===== src/rtl/zdse_pkg.sv =====
package zdse_pkg;

    localparam int APB_ADDR_W = 3;
    localparam int APB_DATA_W = 32;
    localparam int REG_IDX_W  = 1;

    typedef logic [REG_IDX_W-1:0] reg_idx_t;

    localparam reg_idx_t REG_CRC32_MODE     = 1'b0;
    localparam reg_idx_t REG_ESCAPE_CONTROL = 1'b1;

    localparam logic [7:0]  ZDLE_CODE      = 8'h18;
    localparam logic [7:0]  XON_CODE       = 8'h11;
    localparam logic [7:0]  XOFF_CODE      = 8'h13;
    localparam logic [7:0]  DLE_CODE       = 8'h10;
    localparam logic [7:0]  CR_CODE        = 8'h0d;
    localparam logic [7:0]  HIGH_BIT       = 8'h80;
    localparam logic [7:0]  ESC_FLIP       = 8'h40;
    localparam logic [7:0]  CTRL_MASK      = 8'h60;
    localparam logic [7:0]  DEL_CODE       = 8'h7f;
    localparam logic [7:0]  DEL_HI_CODE    = 8'hff;
    localparam logic [7:0]  RUB0_CODE      = 8'h6c;
    localparam logic [7:0]  RUB1_CODE      = 8'h6d;
    localparam logic [7:0]  FRAME_END_BASE = 8'h68;
    localparam logic [1:0]  FE_ACK         = 2'd3;
    localparam logic [15:0] POLY16         = 16'h1021;
    localparam logic [31:0] POLY32         = 32'hedb88320;
    localparam logic [31:0] CRC32_INIT     = 32'hffffffff;
    localparam logic [31:0] CRC16_INIT     = 32'h00000000;

    typedef struct packed {
        logic [7:0] data_byte;
        logic       has_byte;
        logic       last;
        logic [1:0] frame_end_code;
    } in_item_t;

    typedef struct packed {
        logic [7:0] out_byte;
        logic       out_last;
    } out_item_t;

    typedef struct packed {
        logic crc32_mode;
        logic escape_control;
    } cfg_t;

    typedef struct packed {
        logic busy;
        logic fire;
    } seq_stat_t;

    function automatic logic [31:0] crc_init(input logic mode32);
        return mode32 ? CRC32_INIT : CRC16_INIT;
    endfunction

    // One byte through the bitwise CRC, either flavor.
    function automatic logic [31:0] crc_fold(input logic [31:0] crc, input logic [7:0] b,
                                             input logic mode32);
        logic [31:0] c32;
        logic [15:0] c16;
        c32 = crc ^ {24'h000000, b};
        c16 = crc[15:0] ^ {b, 8'h00};
        for (int i = 0; i < 8; i++) begin
            c32 = c32[0] ? ((c32 >> 1) ^ POLY32) : (c32 >> 1);
            c16 = c16[15] ? ((c16 << 1) ^ POLY16) : (c16 << 1);
        end
        return mode32 ? c32 : {16'h0000, c16};
    endfunction

    function automatic logic esc_needed(input logic [7:0] v, input logic ctl);
        logic always_esc;
        always_esc = (v == ZDLE_CODE) || (v == DLE_CODE) || (v == (DLE_CODE | HIGH_BIT)) ||
                     (v == XON_CODE) || (v == XOFF_CODE) ||
                     (v == (XON_CODE | HIGH_BIT)) || (v == (XOFF_CODE | HIGH_BIT)) ||
                     (v == CR_CODE) || (v == (CR_CODE | HIGH_BIT));
        return always_esc ||
               (ctl && ((v == DEL_CODE) || (v == DEL_HI_CODE) || ((v & CTRL_MASK) == 8'h00)));
    endfunction

    // Byte that follows ZDLE for an escaped value.
    function automatic logic [7:0] esc_second(input logic [7:0] v, input logic ctl);
        if (ctl && (v == DEL_CODE)) begin
            return RUB0_CODE;
        end else if (ctl && (v == DEL_HI_CODE)) begin
            return RUB1_CODE;
        end
        return v ^ ESC_FLIP;
    endfunction

endpackage


===== src/rtl/zdse_cfg.sv =====
module zdse_cfg (
    input  logic                               aclk,
    input  logic                               aresetn,
    input  logic                               psel,
    input  logic                               penable,
    input  logic                               pwrite,
    input  logic [zdse_pkg::APB_ADDR_W-1:0]    paddr,
    input  logic [zdse_pkg::APB_DATA_W-1:0]    pwdata,
    output logic [zdse_pkg::APB_DATA_W-1:0]    prdata,
    output logic                               pready,
    output zdse_pkg::cfg_t                     cfg,
    output logic                               mode_wr
);
    import zdse_pkg::*;

    logic     crc32_mode_reg, crc32_mode_next;
    logic     esc_ctl_reg, esc_ctl_next;
    logic     wr_en;
    reg_idx_t idx;

    assign idx     = paddr[APB_ADDR_W-1 -: REG_IDX_W];
    assign wr_en   = psel && penable && pwrite;
    assign pready  = 1'b1;
    assign mode_wr = wr_en && (idx == REG_CRC32_MODE);

    always_comb begin
        crc32_mode_next = crc32_mode_reg;
        esc_ctl_next    = esc_ctl_reg;
        if (mode_wr) begin
            crc32_mode_next = pwdata[0];
        end
        if (wr_en && (idx == REG_ESCAPE_CONTROL)) begin
            esc_ctl_next = pwdata[0];
        end
    end

    always_ff @(posedge aclk) begin
        if (!aresetn) begin
            crc32_mode_reg <= 1'b0;
            esc_ctl_reg    <= 1'b0;
        end else begin
            crc32_mode_reg <= crc32_mode_next;
            esc_ctl_reg    <= esc_ctl_next;
        end
    end

    always_comb begin
        prdata = '0;
        case (idx)
            REG_CRC32_MODE:     prdata[0] = crc32_mode_reg;
            REG_ESCAPE_CONTROL: prdata[0] = esc_ctl_reg;
            default:            prdata    = '0;
        endcase
    end

    assign cfg.crc32_mode     = crc32_mode_reg;
    assign cfg.escape_control = esc_ctl_reg;

endmodule


===== src/rtl/zdse_crc.sv =====
module zdse_crc (
    input  logic              aclk,
    input  logic              aresetn,
    input  zdse_pkg::cfg_t    cfg,
    input  logic              mode_wr,
    input  logic              new_mode,
    input  logic              s_accept,
    input  zdse_pkg::in_item_t s_data,
    output logic [31:0]       crc_data,
    output logic [31:0]       crc_cur
);
    import zdse_pkg::*;

    logic [31:0] crc_reg, crc_next;

    // Running CRC with the item's payload byte folded in.
    assign crc_data = s_data.has_byte ? crc_fold(crc_reg, s_data.data_byte, cfg.crc32_mode)
                                      : crc_reg;
    assign crc_cur  = crc_reg;

    always_comb begin
        crc_next = crc_reg;
        if (mode_wr) begin
            crc_next = crc_init(new_mode);
        end else if (s_accept) begin
            crc_next = s_data.last ? crc_init(cfg.crc32_mode) : crc_data;
        end
    end

    always_ff @(posedge aclk) begin
        if (!aresetn) begin
            crc_reg <= CRC16_INIT;
        end else begin
            crc_reg <= crc_next;
        end
    end

endmodule


===== src/rtl/zdse_seq.sv =====
module zdse_seq (
    input  logic                aclk,
    input  logic                aresetn,
    input  zdse_pkg::cfg_t      cfg,
    input  logic                s_valid,
    input  zdse_pkg::in_item_t  s_data,
    input  logic [31:0]         crc_data,
    output logic                s_ready,
    input  logic                m_ready,
    output logic                m_valid,
    output zdse_pkg::out_item_t m_data,
    output zdse_pkg::seq_stat_t stat
);
    import zdse_pkg::*;

    typedef enum logic [2:0] {
        TOK_DATA,
        TOK_ZDLE,
        TOK_FE,
        TOK_CRC0,
        TOK_CRC1,
        TOK_CRC2,
        TOK_CRC3,
        TOK_XON
    } tok_t;

    // Item register
    logic        busy_reg;
    in_item_t    itm_reg;
    logic [31:0] crc_reg;
    tok_t        tok_reg, tok_next;
    logic        phase_reg;

    // Output register
    logic        m_valid_reg;
    out_item_t   m_data_reg;

    logic        fire, load, tok_done, final_tok, tok_esc, ack_end;
    logic [7:0]  tok_val, fe_byte, line_byte;
    logic [31:0] tcrc;

    assign fe_byte = FRAME_END_BASE + {6'd0, itm_reg.frame_end_code};
    assign ack_end = (itm_reg.frame_end_code == FE_ACK);

    always_comb begin
        tcrc = crc_fold(crc_reg, fe_byte, cfg.crc32_mode);
        if (cfg.crc32_mode) begin
            tcrc = ~tcrc;
        end
    end

    always_comb begin
        tok_val   = ZDLE_CODE;
        tok_esc   = 1'b0;
        tok_next  = TOK_ZDLE;
        final_tok = 1'b0;
        case (tok_reg)
            TOK_DATA: begin
                tok_val   = itm_reg.data_byte;
                tok_esc   = 1'b1;
                tok_next  = TOK_ZDLE;
                final_tok = !itm_reg.last;
            end
            TOK_ZDLE: begin
                tok_val  = ZDLE_CODE;
                tok_next = TOK_FE;
            end
            TOK_FE: begin
                tok_val  = fe_byte;
                tok_next = TOK_CRC0;
            end
            TOK_CRC0: begin
                tok_val  = cfg.crc32_mode ? tcrc[7:0] : tcrc[15:8];
                tok_esc  = 1'b1;
                tok_next = TOK_CRC1;
            end
            TOK_CRC1: begin
                tok_val   = cfg.crc32_mode ? tcrc[15:8] : tcrc[7:0];
                tok_esc   = 1'b1;
                tok_next  = cfg.crc32_mode ? TOK_CRC2 : TOK_XON;
                final_tok = !cfg.crc32_mode && !ack_end;
            end
            TOK_CRC2: begin
                tok_val  = tcrc[23:16];
                tok_esc  = 1'b1;
                tok_next = TOK_CRC3;
            end
            TOK_CRC3: begin
                tok_val   = tcrc[31:24];
                tok_esc   = 1'b1;
                tok_next  = TOK_XON;
                final_tok = !ack_end;
            end
            TOK_XON: begin
                tok_val   = XON_CODE;
                final_tok = 1'b1;
            end
            default: begin
                tok_val = ZDLE_CODE;
            end
        endcase
    end

    // Escaped tokens take two line bytes: ZDLE, then the translated value.
    always_comb begin
        tok_done  = 1'b1;
        line_byte = tok_val;
        if (tok_esc && esc_needed(tok_val, cfg.escape_control)) begin
            tok_done  = phase_reg;
            line_byte = phase_reg ? esc_second(tok_val, cfg.escape_control) : ZDLE_CODE;
        end
    end

    assign fire    = busy_reg && (!m_valid_reg || m_ready);
    assign s_ready = !busy_reg || (fire && tok_done && final_tok);
    // Items with neither a byte nor an end produce nothing and are dropped.
    assign load    = s_valid && s_ready && (s_data.has_byte || s_data.last);

    always_ff @(posedge aclk) begin
        if (!aresetn) begin
            busy_reg    <= 1'b0;
            phase_reg   <= 1'b0;
            tok_reg     <= TOK_DATA;
            m_valid_reg <= 1'b0;
        end else begin
            if (load) begin
                busy_reg  <= 1'b1;
                phase_reg <= 1'b0;
                tok_reg   <= s_data.has_byte ? TOK_DATA : TOK_ZDLE;
            end else if (fire) begin
                if (tok_done && final_tok) begin
                    busy_reg <= 1'b0;
                end
                if (tok_done) begin
                    tok_reg   <= tok_next;
                    phase_reg <= 1'b0;
                end else begin
                    phase_reg <= 1'b1;
                end
            end
            if (fire) begin
                m_valid_reg <= 1'b1;
            end else if (m_ready) begin
                m_valid_reg <= 1'b0;
            end
            if (load) begin
                itm_reg <= s_data;
                crc_reg <= crc_data;
            end
            if (fire) begin
                m_data_reg.out_byte <= line_byte;
                m_data_reg.out_last <= tok_done && final_tok;
            end
        end
    end

    assign m_valid   = m_valid_reg;
    assign m_data    = m_data_reg;
    assign stat.busy = busy_reg;
    assign stat.fire = fire;

endmodule


===== src/rtl/zmodem_data_subpacket_encoder.sv =====
// Channel   Direction  Payload              Handshake
// s_        in         in_item_t (12 bits)  s_valid / s_ready
// m_        out        out_item_t (9 bits)  m_valid / m_ready
// apb       in/out     2 x 1-bit registers  psel/penable, pready tied high
//
// One line byte leaves per cycle unless m_ready stalls the output; a payload byte makes 1 or 2
// line bytes and an item up to 13 with a CRC-32 trailer and XON, stepped out by the
// single item register through the item's bytes into the output register.
// The next item is taken in the cycle the current one emits its final byte.
// Reset is synchronous, active low; afterwards CRC-16 mode, no control escaping.
// A stall on m_ready holds the output register and the item register in place.
module zmodem_data_subpacket_encoder (
    input  logic                            aclk,
    input  logic                            aresetn,
    input  logic                            psel,
    input  logic                            penable,
    input  logic                            pwrite,
    input  logic [zdse_pkg::APB_ADDR_W-1:0] paddr,
    input  logic [zdse_pkg::APB_DATA_W-1:0] pwdata,
    output logic [zdse_pkg::APB_DATA_W-1:0] prdata,
    output logic                            pready,
    input  logic                            s_valid,
    output logic                            s_ready,
    input  zdse_pkg::in_item_t              s_data,
    output logic                            m_valid,
    input  logic                            m_ready,
    output zdse_pkg::out_item_t             m_data
);
    import zdse_pkg::*;

    cfg_t        cfg;
    seq_stat_t   stat;
    logic        mode_wr;
    logic        s_accept;
    logic [31:0] crc_data;
    logic [31:0] crc_cur;

    assign s_accept = s_valid && s_ready;

    zdse_cfg u_cfg (
        .aclk    (aclk),
        .aresetn (aresetn),
        .psel    (psel),
        .penable (penable),
        .pwrite  (pwrite),
        .paddr   (paddr),
        .pwdata  (pwdata),
        .prdata  (prdata),
        .pready  (pready),
        .cfg     (cfg),
        .mode_wr (mode_wr)
    );

    zdse_crc u_crc (
        .aclk     (aclk),
        .aresetn  (aresetn),
        .cfg      (cfg),
        .mode_wr  (mode_wr),
        .new_mode (pwdata[0]),
        .s_accept (s_accept),
        .s_data   (s_data),
        .crc_data (crc_data),
        .crc_cur  (crc_cur)
    );

    zdse_seq u_seq (
        .aclk     (aclk),
        .aresetn  (aresetn),
        .cfg      (cfg),
        .s_valid  (s_valid),
        .s_data   (s_data),
        .crc_data (crc_data),
        .s_ready  (s_ready),
        .m_ready  (m_ready),
        .m_valid  (m_valid),
        .m_data   (m_data),
        .stat     (stat)
    );

    a_reset_idle: assert property (@(posedge aclk) !aresetn |=> !m_valid && s_ready)
        else $error("block not idle after reset");

    a_crc_restart: assert property (@(posedge aclk) disable iff (!aresetn)
        (s_accept && s_data.last) |=> (crc_cur == crc_init(cfg.crc32_mode)))
        else $error("CRC not re-initialized after subpacket end");

    a_empty_item: assert property (@(posedge aclk) disable iff (!aresetn)
        (s_accept && !s_data.has_byte && !s_data.last) |=> !stat.busy)
        else $error("empty transaction left the sequencer busy");

    a_fire_out: assert property (@(posedge aclk) disable iff (!aresetn)
        stat.fire |=> m_valid)
        else $error("emitted byte not presented on the output");

    a_item_hold: assert property (@(posedge aclk) disable iff (!aresetn)
        (stat.busy && !stat.fire) |=> stat.busy)
        else $error("item dropped while stalled");

endmodule


===== config.mk =====
export PLATFORM = sky130hd
export DESIGN_NAME = zmodem_data_subpacket_encoder
export DESIGN_NICKNAME = d
export VERILOG_FILES = /design/src/rtl/zdse_pkg.sv /design/src/rtl/zdse_cfg.sv /design/src/rtl/zdse_crc.sv /design/src/rtl/zdse_seq.sv /design/src/rtl/zmodem_data_subpacket_encoder.sv
export SDC_FILE = /design/constraint.sdc
export NUM_CORES = 1
export LEC_CHECK = 0
export ABC_AREA = 1
export BUFFER_PORTS_ARGS = -buffer_cell sky130_fd_sc_hd__clkbuf_2
export CAP_MARGIN = 0
export CORE_MARGIN = 10
export CORE_UTILIZATION = 50
export DETAILED_ROUTE_END_ITERATION = 10
export PLACE_DENSITY_LB_ADDON = 0.2
export SYNTH_ARGS = -nofsm -noshare
export SYNTH_HDL_FRONTEND = slang
export SYNTH_SLANG_ARGS = --single-unit
export TNS_END_PERCENT = 20

===== constraint.sdc =====
create_clock -name aclk -period 6.05 [get_ports aclk]
set_clock_uncertainty 0.15 [all_clocks]
set_input_delay 0.605 -clock aclk [delete_from_list [all_inputs] [get_ports aclk]]
set_output_delay 0.605 -clock aclk [all_outputs]
set_load 0.05 [all_outputs]

==> key figures <==
Placement
  • Number of port buffers: 32
  • Dpl cells: 1317
  • GP Congestion: 0.995
  • Post-Place Setup Slack: 1.68 ns
  • Hpwl dp: 17.0 mm

Global route
  • Remaining Overflow, GRT: 0
  • Vias in the first global route: 6611
  • Largest net degree at the start of global routing: 44
  • Total Routing Usage GR: 21.7%
  • Initial antenna violation count: 0
  • Global-route wire length before repair: 35.4 mm

Worst setup path
  • Reg-to-Reg Start: u_cfg.crc32_mode_reg
  • Buffers & Inverters on Critical Path: 4
  • Crit path max fanout: 43
  • Critical path type: reg -> reg
  • Crit path largest cell delay: 0.90 ns
  • Most numerous cell on the critical path: nand2_1
  • Crit path max-delay family: simple AND/OR/NAND/NOR gates
  • Critical-path cell list: buf_4 -> inv_2 -> nor2_1 -> inv_1 -> a21oi_1 -> nor2_1 -> nand2_1 -> nor2_1 -> nand2_1 -> nand2_1 -> nand2_1 -> nand2_1 -> inv_1 -> a21oi_2 -> nand2_1 -> nand2_2 -> nand4_4 -> nand3_2 -> nand2_4 -> nand3_1 -> nor2_4
  • Worst R2R End: u_seq.crc_reg[13]
  • R2R depth: 21
  • CP max-delay cell: nor2_4
  • Worst EP required: 5.86 ns
  • Worst Setup Start Kind: flop
  • Critical path depth: 21
  • Register-to-register setup slack: 1.64 ns
  • CP Capture Type: flop
  • Arrival time worst endpoint: 4.22 ns

Logic synthesis
  • Synthesized area: 7560 um2
  • Synthesis Warnings: 0
  • Yosys reg bits: 92
  • Distinct cells, synth: 43
  • Gate count of the mapped netlist: 1139
  • Mean Syn Cell Area: 6.64 um2
  • Post-synthesis sequential area ratio: 31.2%

Detailed routing
  • Top Layer Used: met4
  • WL final: 22.3 mm
  • WL/cell: 16.7 um
  • Initial DRC Count: 836
  • Routed met3 length: 1.41 mm
  • Post-route DRC: 0
  • First drt pass iteration count: 6
  • Via-to-Cell Ratio: 5.44
  • Met1 wire length: 9.86 mm
  • WL met2: 10.4 mm
  • Vias: 7253
  • Post-route ant nets: 0

Power and ir drop
  • Pleak: 3.79 nW
  • Worst VDD drop: 0.148 mV
  • Power density cells: 265 nW/um2

Hold path
  • Hold Path Class: in -> reg
  • Hold EP: u_seq.itm_reg[1]
  • WHS Path Cells: 1
  • Hold path start: s_data[1]

Cells and area
  • Nets@finish: 1198
  • Most common cell after layout, fill and taps aside: nand2_1
  • Area added between synthesis and finish: 5.41%
  • Share of layout cells above drive strength 1: 9.23%
  • Most frequent cells in the layout: 334 x nand2_1, 114 x nor2_1, 106 x nand3_1, 90 x inv_1, 70 x o21ai_0
  • Fillcell total: 1511
  • FF/Latch Area: 2360 um2
  • Footprint of the multi-input gates: 4490 um2
  • Antenna cells: 0
  • Final core occ: 54.2%
  • Final Non-Filler Cells: 1333

Timing
  • Period utilization: 72.8%
  • Slew @ Worst Pin: 1.09 ns
  • RSZ-0062 raised after global routing: no
  • Final setup violation count: 0
  • Final hold violation count: 0
  • Relative slew slack: 26.9%
  • Max Slew Vio Count: 0
  • Final worst setup slack: 1.64 ns
  • Setup_tns: 0 ns
  • Fmax: 227 MHz
  • Fin crit period: 4.41 ns

Clock tree
  • Post_cts resized: 0
  • Post-CTS setup repair buffer count: 0
  • CTS Sinks: 92
  • Max clock buf depth: 2
  • CTS tree: built
  • Worst-path clk slew: 0.07 ns
  • Clk Tree Root Cell: clkbuf_16
  • H-tree level count: 3
  • Clock latency on the worst-skew pair: 0.35 ns
  • CTS buffer count: 9
  • Cts hold-fix bufs: 0

Floorplan
  • Width of the die: 143 um
  • IO Pins: 98
  • Total Die Area: 20400 um2
  • Initial Util: 51.4%
  • Row cnt: 44
  • Core Area: 14700 um2
  • Die Y: 143 um

Run status
  • Status: complete, no violations

Run
  • MaxCap Viol Count: 0
-- final cells by class --
type                       count  share of cell area (%)
sequential                    92                    29.6
inverter                     103                    4.87
tap                          184                    2.89
clock inverter                 7                    1.10
clock buffer                   9                    2.83
multi-input combinational    903                    56.4
timing repair buffer          35                    2.29
-- worst max path at each step --
stage,startpoint,end
final,u_cfg.crc32_mode_reg,u_seq.crc_reg[13]
after global routing,u_cfg.crc32_mode_reg,u_seq.itm_reg[7]
after CTS,u_cfg.crc32_mode_reg,u_seq.crc_reg[8]
after detailed placement,u_seq.itm_reg[0],u_seq.crc_reg[31]
after global placement,u_cfg.crc32_mode_reg,u_seq.itm_reg[1]
after floorplan,u_seq.itm_reg[0],u_seq.crc_reg[0]
-- where the power goes --
part	switching, mW	internal (mW)	total, mW
clock	0.264	0.331	0.594
combinational	0.510	0.239	0.749
sequential	0.0501	0.716	0.766
-- Yosys cell counts, drive strengths merged --
master  instances  share of area, %
nand2         350                18
nor2          118               6.0
nand3         112               7.8
inv           100               5.0
o21ai          96               6.4
xor2           60               7.0
buf            52               4.8
edfxtp         52                21
a21oi          50               3.4
dfxtp          40                11
xnor2          32               4.0
clkbuf         19              0.94
or2            13               1.1
o22ai           8              0.66
o221ai          7              0.81
a31oi           5              0.41
nand4           5              0.61
o211ai          5              0.50
clkinv          3              0.17
nand3b          3              0.30
conb            2             0.099
a211oi          1             0.099
nand2b          1             0.083
nor3            1             0.066
o211a           1              0.13
o21bai          1              0.15
o311ai          1              0.12
o31ai           1             0.099
-- kinds of logic after synthesis --
kind of cell	after synthesis	synth area share (%)
compound gates	176	12.7
flops	92	31.2
simple gates	603	34.0
other cells	2	0.0993
xor+xnor	92	11.1
buf+inv	174	10.9
-- per-layer routing --
layer | global-route usage, % | vias to the layer above
li1 | - | 3655
met1 | 28.5 | 3266
met2 | 35.4 | 284
met3 | 3.12 | 48
met4 | 7.93 | 0
met5 | 0 | -
-- stage by stage --
stage	hold WS [ns]	instance area, um2	power [mW]
final	0.280	7970	2.11
after global routing	0.265	7970	2.23
after CTS	0.268	7970	2.11
after detailed placement	0.337	7660	1.51
after global placement	0.330	7660	1.50
after floorplan	0.314	7670	1.37
Note: power is estimated with default switching activity, not from simulation.
